`config.mk`:
```
export PLATFORM = sky130hd
export DESIGN_NAME = appliance_terminal_state_sensor_unit
export DESIGN_NICKNAME = d
export VERILOG_FILES = /design/src/hw/rtl/atss_pkg.sv /design/src/hw/rtl/atss_step.sv /design/src/hw/rtl/appliance_terminal_state_sensor_unit.sv
export SDC_FILE = /design/constraint.sdc
export NUM_CORES = 1
export LEC_CHECK = 0
export ABC_AREA = 1
export BUFFER_PORTS_ARGS = -buffer_cell sky130_fd_sc_hd__clkbuf_2
export CELL_PAD_IN_SITES_DETAIL_PLACEMENT = 1
export CELL_PAD_IN_SITES_GLOBAL_PLACEMENT = 2
export CORE_UTILIZATION = 37
export CTS_BUF_LIST = sky130_fd_sc_hd__clkbuf_2
export DETAILED_ROUTE_END_ITERATION = 12
export PLACE_DENSITY_LB_ADDON = 0.1
export SLEW_MARGIN = 20
export SYNTH_ARGS = -nofsm -noshare
export SYNTH_HDL_FRONTEND = slang
export SYNTH_SLANG_ARGS = --single-unit
```
`constraint.sdc`:
```
create_clock -name clk -period 5 [get_ports clk]
set_clock_uncertainty 0.2 [all_clocks]
set_input_delay 0 -clock clk [delete_from_list [all_inputs] [get_ports clk]]
set_output_delay 0 -clock clk [all_outputs]
set_load 0.1 [all_outputs]
```
`src/hw/rtl/atss_pkg.sv`:
```
// ----------------------------------------------------------------------------
// Appliance terminal state sensor package
// Shared word formats, state record, configuration record and codes.
// ----------------------------------------------------------------------------
package atss_pkg;

  localparam int ATSS_NUM_PORTS = 2;
  localparam logic [15:0] CNT_MAX = 16'hffff;

  localparam logic [1:0] FUNC_TICK   = 2'd0;
  localparam logic [1:0] FUNC_READ   = 2'd1;
  localparam logic [1:0] FUNC_CHANGE = 2'd2;

  localparam logic [1:0] REP_OFF = 2'd0;
  localparam logic [1:0] REP_ON  = 2'd1;
  localparam logic [1:0] REP_ERR = 2'd2;

  localparam logic [1:0] CFG_WINDOW = 2'd0;
  localparam logic [1:0] CFG_GLITCH = 2'd1;
  localparam logic [1:0] CFG_PULSE  = 2'd2;
  localparam logic [1:0] CFG_SETTLE = 2'd3;

  typedef enum logic [4:0] {
    PH_IDLE   = 5'b00001,
    PH_MEAS1  = 5'b00010,
    PH_PULSE  = 5'b00100,
    PH_SETTLE = 5'b01000,
    PH_MEAS2  = 5'b10000
  } phase_t;

  typedef struct packed {
    logic [1:0] func;
    logic [1:0] port_select;
    logic       target_state;
    logic [1:0] monitor_pins;
  } in_word_t;

  typedef struct packed {
    logic [1:0]  control_pins;
    logic        busy_res;
    logic        done_res;
    logic [1:0]  reported_state;
    logic [15:0] edge_count;
  } out_word_t;

  typedef struct packed {
    logic [15:0] window_ticks;
    logic [15:0] glitch_ticks;
    logic [15:0] pulse_ticks;
    logic [15:0] settle_ticks;
  } cfg_t;

  typedef struct packed {
    phase_t      phase;
    logic        active_port;
    logic        wanted_state;
    logic        is_change;
    logic        previous_level;
    logic [15:0] run_length;
    logic [15:0] earlier_run_length;
    logic [15:0] change_count;
    logic [15:0] tick_counter;
    logic [1:0]  control_drive;
  } state_t;

endpackage

```
`src/hw/rtl/atss_step.sv`:
```
// ----------------------------------------------------------------------------
// Sensor tick step
// Next state and result word for one tick: request decode, edge filter,
// window, pulse and settle timing.
// ----------------------------------------------------------------------------
module atss_step (
  input  atss_pkg::state_t    state_i,
  input  atss_pkg::cfg_t      cfg_i,
  input  atss_pkg::in_word_t  word_i,
  output atss_pkg::state_t    state_o,
  output atss_pkg::out_word_t word_o
);
  import atss_pkg::*;

  state_t      nxt;
  logic        done;
  logic [1:0]  report;
  logic [15:0] edges;
  logic        lvl;
  logic        start_lvl;
  logic        win_lvl;
  logic        st_lvl;
  logic [16:0] merged;
  logic [15:0] tc_inc;

  assign lvl       = ~word_i.monitor_pins[state_i.active_port];
  assign start_lvl = ~word_i.monitor_pins[word_i.port_select[0]];
  assign merged    = {1'b0, state_i.earlier_run_length} + {1'b0, state_i.run_length};
  assign tc_inc    = state_i.tick_counter + 16'd1;

  always_comb begin
    nxt     = state_i;
    done    = 1'b0;
    report  = REP_OFF;
    edges   = '0;
    win_lvl = lvl;
    st_lvl  = 1'b0;
    unique case (state_i.phase)
      PH_IDLE: begin
        if (word_i.func == FUNC_READ || word_i.func == FUNC_CHANGE) begin
          if ({1'b0, word_i.port_select} >= 3'(ATSS_NUM_PORTS)) begin
            done   = 1'b1;
            report = REP_ERR;
          end else begin
            nxt.active_port        = word_i.port_select[0];
            nxt.wanted_state       = word_i.target_state;
            nxt.is_change          = (word_i.func == FUNC_CHANGE);
            nxt.change_count       = '0;
            nxt.previous_level     = start_lvl;
            nxt.run_length         = '0;
            nxt.earlier_run_length = '0;
            nxt.tick_counter       = '0;
            nxt.phase              = PH_MEAS1;
          end
        end
      end
      PH_MEAS1, PH_MEAS2: begin
        if (win_lvl != state_i.previous_level) begin
          if (!win_lvl && state_i.change_count != 16'd0 &&
              state_i.run_length < cfg_i.glitch_ticks) begin
            nxt.change_count       = state_i.change_count - 16'd1;
            nxt.run_length         = merged[16] ? CNT_MAX : merged[15:0];
            nxt.earlier_run_length = '0;
          end else begin
            if (state_i.change_count != CNT_MAX) begin
              nxt.change_count = state_i.change_count + 16'd1;
            end
            nxt.earlier_run_length = state_i.run_length;
            nxt.run_length         = '0;
          end
          nxt.previous_level = win_lvl;
        end else if (state_i.run_length != CNT_MAX) begin
          nxt.run_length = state_i.run_length + 16'd1;
        end
        nxt.tick_counter = tc_inc;
        if (tc_inc >= cfg_i.window_ticks) begin
          st_lvl = (nxt.change_count >= 16'd2) ? 1'b1 : win_lvl;
          if (state_i.phase == PH_MEAS1 && state_i.is_change &&
              st_lvl != state_i.wanted_state) begin
            nxt.control_drive = state_i.control_drive & ~(2'b01 << state_i.active_port);
            nxt.tick_counter  = '0;
            nxt.phase         = PH_PULSE;
          end else begin
            done      = 1'b1;
            report    = {1'b0, st_lvl};
            edges     = nxt.change_count;
            nxt.phase = PH_IDLE;
          end
        end
      end
      PH_PULSE: begin
        nxt.tick_counter = tc_inc;
        if (tc_inc >= cfg_i.pulse_ticks) begin
          nxt.control_drive = 2'b11;
          nxt.tick_counter  = '0;
          nxt.phase         = PH_SETTLE;
        end
      end
      PH_SETTLE: begin
        if (state_i.tick_counter >= cfg_i.settle_ticks) begin
          nxt.change_count       = '0;
          nxt.previous_level     = lvl;
          nxt.run_length         = '0;
          nxt.earlier_run_length = '0;
          nxt.tick_counter       = '0;
          nxt.phase              = PH_MEAS2;
        end else begin
          nxt.tick_counter = tc_inc;
        end
      end
      default: begin
        nxt.phase         = PH_IDLE;
        nxt.control_drive = 2'b11;
      end
    endcase
  end

  assign state_o             = nxt;
  assign word_o.control_pins   = nxt.control_drive;
  assign word_o.busy_res       = (nxt.phase != PH_IDLE);
  assign word_o.done_res       = done;
  assign word_o.reported_state = report;
  assign word_o.edge_count     = edges;

endmodule

```
`src/hw/rtl/appliance_terminal_state_sensor_unit.sv`:
```
// ----------------------------------------------------------------------------
// Appliance terminal state sensor unit
// Reads and changes the on/off state of two terminal ports, one word per tick.
// ----------------------------------------------------------------------------
// Each input word is one 100 us tick and yields exactly one result word.
// A word passes an input register, then the combinational step logic into the
// result register, so a new word is taken every cycle; only a stalled result
// register holds the input side back.
// Configuration writes are taken at any time but are meant for idle periods.
module appliance_terminal_state_sensor_unit (
  input  logic                clk,
  input  logic                rst_n,
  input  logic                in_valid,
  output logic                in_stall,
  input  atss_pkg::in_word_t  in_word,
  output logic                out_valid,
  input  logic                out_stall,
  output atss_pkg::out_word_t out_word,
  input  logic                cfg_we,
  input  logic [1:0]          cfg_index,
  input  logic [15:0]         cfg_data
);
  import atss_pkg::*;

  in_word_t  in_word_r;
  logic      in_valid_r, in_valid_nxt;
  out_word_t out_word_r;
  logic      out_valid_r, out_valid_nxt;
  state_t    state_r, state_nxt;
  cfg_t      cfg_r;
  out_word_t step_word;
  logic      adv_out;
  logic      fire;
  logic      in_acc;

  assign adv_out  = !out_valid_r || !out_stall;
  assign fire     = in_valid_r && adv_out;
  assign in_stall = in_valid_r && !adv_out;
  assign in_acc   = in_valid && !in_stall;

  atss_step u_step (
    .state_i (state_r),
    .cfg_i   (cfg_r),
    .word_i  (in_word_r),
    .state_o (state_nxt),
    .word_o  (step_word)
  );

  always_comb begin
    in_valid_nxt  = in_acc ? 1'b1 : (fire ? 1'b0 : in_valid_r);
    out_valid_nxt = fire ? 1'b1 : (out_valid_r && out_stall);
  end

  always_ff @(posedge clk) begin
    if (!rst_n) begin
      in_valid_r  <= 1'b0;
      out_valid_r <= 1'b0;
    end else begin
      in_valid_r  <= in_valid_nxt;
      out_valid_r <= out_valid_nxt;
    end
  end

  always_ff @(posedge clk) begin
    if (in_acc) begin
      in_word_r <= in_word;
    end
    if (fire) begin
      out_word_r <= step_word;
    end
  end

  always_ff @(posedge clk) begin
    if (!rst_n) begin
      state_r.phase              <= PH_IDLE;
      state_r.active_port        <= 1'b0;
      state_r.wanted_state       <= 1'b0;
      state_r.is_change          <= 1'b0;
      state_r.previous_level     <= 1'b0;
      state_r.run_length         <= '0;
      state_r.earlier_run_length <= '0;
      state_r.change_count       <= '0;
      state_r.tick_counter       <= '0;
      state_r.control_drive      <= 2'b11;
    end else if (fire) begin
      state_r <= state_nxt;
    end
  end

  always_ff @(posedge clk) begin
    if (!rst_n) begin
      cfg_r.window_ticks <= 16'd400;
      cfg_r.glitch_ticks <= 16'd8;
      cfg_r.pulse_ticks  <= 16'd2200;
      cfg_r.settle_ticks <= 16'd1300;
    end else if (cfg_we) begin
      unique case (cfg_index)
        CFG_WINDOW: cfg_r.window_ticks <= cfg_data;
        CFG_GLITCH: cfg_r.glitch_ticks <= cfg_data;
        CFG_PULSE:  cfg_r.pulse_ticks  <= cfg_data;
        CFG_SETTLE: cfg_r.settle_ticks <= cfg_data;
        default: ;
      endcase
    end
  end

  assign out_valid = out_valid_r;
  assign out_word  = out_word_r;

  a_done_not_busy: assert property (@(posedge clk) disable iff (!rst_n)
    out_valid |-> !(out_word.done_res && out_word.busy_res))
    else $error("done and busy reported together");

  a_error_no_edges: assert property (@(posedge clk) disable iff (!rst_n)
    (out_valid && out_word.reported_state == REP_ERR) |->
      (out_word.edge_count == 16'd0 && out_word.done_res))
    else $error("error report carries an edge count or lacks done");

  a_pulse_only: assert property (@(posedge clk) disable iff (!rst_n)
    (state_r.control_drive != 2'b11) |-> (state_r.phase == PH_PULSE))
    else $error("control pin driven low outside the pulse phase");

  a_state_holds: assert property (@(posedge clk) disable iff (!rst_n)
    !fire |=> $stable(state_r))
    else $error("sensor state changed without a tick");

endmodule

```
# Word level (Yosys, flattened, before mapping)
# Index checks and enable logic that the tools add are counted.
# W data, S select, Z words.
# totals
wordCells	138
input_bits	30
register_bits	170
output_inout_bits	24
# classes
bitwise	7
n_addsub	5
n_reduce_logical	31
shifts	1
mux	41
n_eq_ne	20
magnitude_cmp	8
# ops
cell	n
$pmux W49 S3	1
$mux W73	2
$mux W16	5
$mux W32	2
$pmux W16 S4	1
$mux W18	3
$mux W49	1
$add A16 B1 Y16 const B	3
$ge A16 B16 Y1	3
$mux W48	1
$ne A16 B16 Y1 const B	2
$pmux W5 S4	1
$add A16 B16 Y17	1
$ge A16 B2 Y1 const B	1
$lt A16 B16 Y1	1
$reduce_bool A16 Y1	1
$sub A16 B1 Y16 const B	1
$mux W5	3
$mux W1	14
$reduce_and A6 Y1	2
$logic_and A1 B1 Y1	8
$reduce_and A2 Y1	4
$reduce_and A4 Y1	2
$eq A2 B2 Y1 const B	3
other kinds (31)	47

# Longest topological paths before layout
# logic_depth
word_depth	15
ltp_mapped	26
mapped_depth_nobuf	26

# Modules after synthesis
# Synthesis repeated with hierarchy kept, for this count alone.
# unflattened
cells_unflattened	1969
area_unflattened_um2	12878.6
# modules_own_cells
mod	n_inst	area_per_inst_um2	cells_per_inst
appliance_terminal_state_sensor_unit	1	6627.6	838
atss_step	1	6251.0	1131

# Worst setup path after synthesis
# Ideal clock, no wire load.
# synth_path
kind	register to register
from	reg state_r[2] in the netlist's numbering
to	reg state_r[10] in the netlist's numbering
t_arrival_ns	3.442
setup_ns	0.132
period_less_slack_ns	3.774
path_buffers	1
setup_slack_ns	1.226
path_stages_with_launch	22
t_required_ns	4.668
path_cell_list	dfxtp_1 > ha_1 > nand3_1 > nor3b_1 > nand3_1 > nor3_1 > nand2_1 > nor2_1 > nand3_1 > xor2_1 > inv_1 > ha_1 > nand4_1 > inv_1 > nand2_1 > o41ai_1 > o21ai_0 > nor2_1 > nand2_4 > buf_8 > nand3_1 > a21oi_1
# synth_between
elab_chain_cells	4
elab_cells_between_ends	9
cone_classes	1 x add/sub; 3 x order compare; 5 x mux
# synth_lines
element	line	source
start, declared	appliance_terminal_state_sensor_unit.sv:29	state_t state_r, state_nxt;
start signal, assigned	appliance_terminal_state_sensor_unit.sv:86	state_r <= state_nxt;
$add A16 B1 Y16	atss_step.sv:29	assign tc_inc = state_i.tick_counter + 16'd1;
$ge A16 B16 Y1 (tied with other cells)	atss_step.sv:93	if (tc_inc >= cfg_i.pulse_ticks) begin
$mux W18 (on tied branches)	atss_step.sv:93, atss_step.sv:76	
$pmux W16 S4 *	atss_step.sv:38	unique case (state_i.phase)
# Every way passes the cells marked *; elsewhere a longest branch is shown, timed or not.
# A chain may end at the register's enable or synchronous reset.

# Worst setup path in the final report
# layout_path
from	reg state_r[2] in the netlist's numbering
to	reg state_r[4] in the netlist's numbering
# Same word-level chain as after synthesis.

==> metrics.md <==
| Metric | Value |
|---|---|
| WP data arrival | 4.91 ns |
| Outcome | finished, final reports clean |
| Layout cell share with drive strength beyond 1 | 9.23% |
| CP dominant cell by count | nand3_1 |
| Slowest stage cell on the critical path | dfxtp_1 |
| Syn nets | 1621 |
| Final wirelength | 34200 um |
| Setup CP Type | flop to flop |
| Clk Latency, worst-skew pair | 0.82 ns |
| Main flop type after synthesis | dfxtp_1 |
| Maxcap violations | 0 |
| Setup TNS | 0 ns |
| Vias per cell | between 5 and 6 |
| Pre-CTS WS | 0.467 ns |
| Slew margin rel. | 39.9% |
| TritonRoute pass-1 iters | 5 |
| Synth cell types | just over 50 |
| FP Rows | slightly above 60 |
| Fmax | 227 MHz |
| Cells after Synth | ~1500 |
| Share of synthesized registers carrying an async set or reset | 0% |
| GRT Resource Usage Total | 24.2% |
| Port-buffer cells | 53 |
| Gr ovfl total | 0 |
| Final worst slack | 0.602 ns |
| Die height | 172 um |
| Number of flops mapped to enable cells by yosys | 29 |
| Post-synthesis sequential area ratio | 34.6% |
| Pleak | roughly 5.3 nW |
| Layout net count | 1728 |
| Worst-margin pin slew | approximately 0.9 ns |
| Max FO, Critical Path | 16 |
| Final setup vio count | 0 |
| Worst Setup Start Kind | flop |
| Gpl congestion | 0.819 |
| Hold_sp | cfg_index[1] |
| Mean Syn Cell Area | ~7.1 sq um |
| Hold Path Class | input pin to flop |
| Filler cells | 3626 |
| Fin crit period | 4.40 ns |
| Post-DRT Antenna Nets | 0 |
| DP Wirelength | 24000 um |
| Peak VDD IR | 0.137 mV |
| Chip width | 172 um |
| Post-synthesis instance area | 0.0107 sq mm |
| Core area | roughly 0.028 sq mm |
| Number of antenna violations at the first check in global routing | 1 |
| Cells after DPL | 1896 |
| Num CTS Buffers | 17 |
| CP cell instances | ha_1, nand3_1, nor3b_1, nand3_1, nor3_1, nand2_1, nor2_1, nand3_1, xor2_1, inv_1, ha_1, nand4_1, inv_1, nand2_1, o41ai_2, o21ai_0, nor2_1, nand2_4, nand3_1, a21oi_1 |
| Post-route DRC | 0 |
| Largest net degree at the start of global routing | 64 |
| Clock Tree Root | clkbuf_2 |
| IO Count | 54 |
| RSZ-0062 raised after global routing | no |
| Clock slew at reported path FFs | 0.29 ns |
| Worst Setup End Kind | flop |
| CP max stage delay | 0.50 ns |
| Drt wl/cell | ~17 um |
| Initial Utilization | 38.0% |
| First-pass GRT wire length | 55200 um |
| Clock sinks | 170 |
| Final Max Slew Viols | 0 |
| Die area | 0.0295 sq mm |
| Detailed-route via count | 10227 |
| Area growth from synthesis to layout | 14.8% |
| H-tree depth | 4 |
| DRT iter0 DRCs | 475 |
| Final Non-Filler Cells | ~2000 |
| Post-route clock period utilization | between 80% and 90% |
| Clock Tree Buf Depth | 2 |
| Final hold vios | 0 |
| CP startpoint | state_r[2] |
| Worst Path Required | 5.52 ns |
| Ys Warns | 0 |
| Vias in the first global route | 10358 |
| Synth Register Bits | 170 |
| Worst r2r src | state_r[2] |
| PwrDens | 218 mW/mm^2 |
| TritonCTS clock tree | yes |
[Yosys cell counts (6+ instances only)]
library cell | instances | area share (%)
ha_1 | 84 | 9.8
clkbuf_1 | 36 | 1.3
nand4_1 | 13 | 0.76
o211ai_1 | 25 | 1.8
nand2_1 | 327 | 11
o21ai_0 | 103 | 4.8
nor2_1 | 98 | 3.4
buf_2 | 11 | 0.52
inv_1 | 201 | 7.1
dfxtp_1 | 141 | 26
nor2_2 | 12 | 0.70
xor2_1 | 31 | 2.5
nor3_1 | 19 | 0.89
edfxtp_1 | 29 | 8.2
a21oi_1 | 200 | 9.4
a21oi_2 | 6 | 0.49
nand3_1 | 92 | 4.3
nand2_2 | 8 | 0.47
[sequential cells by signal, indices dropped and copies added, names as in the netlist]
| register | count |
|---|---|
| cfg_r | 64 |
| in_word_r | 7 |
| out_valid | 1 |
| in_valid_r | 1 |
| out_word | 22 |
| state_r | 75 |
[report_power, final]
group          internal [mW]  leakage (nW)  switching [mW]  total (mW)
logic                  0.128          3.74           0.307       0.435
registers               1.44          1.42          0.0166        1.46
clock network          0.234         0.140           0.546       0.780
[cell type report]
class                      instances  area, sq um  area share, %
inverter                         205          769           6.28
clock buffer                      18         90.1          0.735
clock inverter                    14          144           1.17
antenna                            1         2.50         0.0204
tap                              378          473           3.86
sequential                       170         3690           30.1
multi-input combinational       1074         5930           48.4
timing repair buffer             145         1150           9.35
[critical path: cells and delay by family, from the launching register on]
kind / cells / cell delay, ns
fa+ha+maj: 2 / 0.54
simple gates: 12 / 1.99
flops: 1 / 0.50
compound gates: 3 / 0.70
xor+xnor: 1 / 0.19
buf+inv: 2 / 0.19
[routing by layer]
metal	global-route usage [%]	wire length, um	share of wire [%]	vias up
li1	-	-	-	5184
met1	32.8	17000	50	4906
met2	40.6	16000	47	116
met3	3.34	798	2.3	21
met4	5.43	400	1.2	0
met5	0	0	0	-
[cell usage in the layout, fill, tap and decap left out, types with 2 or more instances in the layout]
| master | n |
|---|---|
| or2_2 | 5 |
| dlygate4sd3_1 | 76 |
| o21ai_2 | 2 |
| nor2_1 | 98 |
| nor3_1 | 19 |
| nand4_1 | 13 |
| inv_1 | 201 |
| a21oi_1 | 200 |
| a211oi_1 | 5 |
| buf_4 | 16 |
| o211ai_1 | 25 |
| dfxtp_1 | 141 |
| nand3_2 | 5 |
| a21oi_2 | 6 |
| nand3b_1 | 3 |
| xnor2_1 | 5 |
| bufinv_16 | 2 |
| inv_6 | 3 |
| xor2_1 | 31 |
| clkinvlp_4 | 3 |
| inv_4 | 2 |
| ha_1 | 84 |
| and3_1 | 2 |
| clkbuf_2 | 71 |
| nand2_1 | 327 |
| nor2_2 | 12 |
| o21ai_0 | 103 |
| clkinv_1 | 2 |
| nand2_4 | 3 |
| nor4_1 | 4 |
| o21a_1 | 2 |
| clkinv_2 | 2 |
| edfxtp_1 | 29 |
| inv_2 | 3 |
| a31oi_1 | 4 |
| nand2_2 | 8 |
| nand3_1 | 92 |
[worst paths after layout]
path	slack [ns]	to	cells after the start
max	0.60	state_r[4]	20
min	0.11	cfg_r[20]	7
min reg2reg	0.28	cfg_r[46]	2
max reg2reg	0.60	state_r[4]	20
[per-stage QoR]
step | total power [mW] | util [%] | cell area (sq um) | hold WS, ns
3_5_place_dp | 1.87 | 40.0 | 11200 | -0.0190
3_3_place_gp | 1.86 | 40.0 | 11200 | -0.0198
5_1_grt | 2.80 | 43.6 | 12300 | 0.0734
6_report | 2.67 | 43.6 | 12300 | 0.108
2_1_floorplan | 1.75 | - | 10700 | -0.101
4_1_cts | 2.71 | 43.6 | 12200 | 0.00492
[cells by family (layout without fill, tap and decap cells)]
family	Yosys count	after routing	share of synthesized area, %
other cells	0	1	0
flops	170	170	34.6
fa+ha+maj	85	85	10.0
simple gates	598	598	24.6
compound gates	355	355	17.9
xor+xnor	36	36	2.95
buf+inv	262	382	9.87
[timing repair]
action / CTS / global route
setup buffers: 0 / 0
gates resized for setup: 0 / 1
hold buffers: 76 / 0
endpoints found under the hold margin: 156 / 0
endpoints found under the setup margin: 0 / 17
Note: power is estimated with default switching activity, not from simulation.
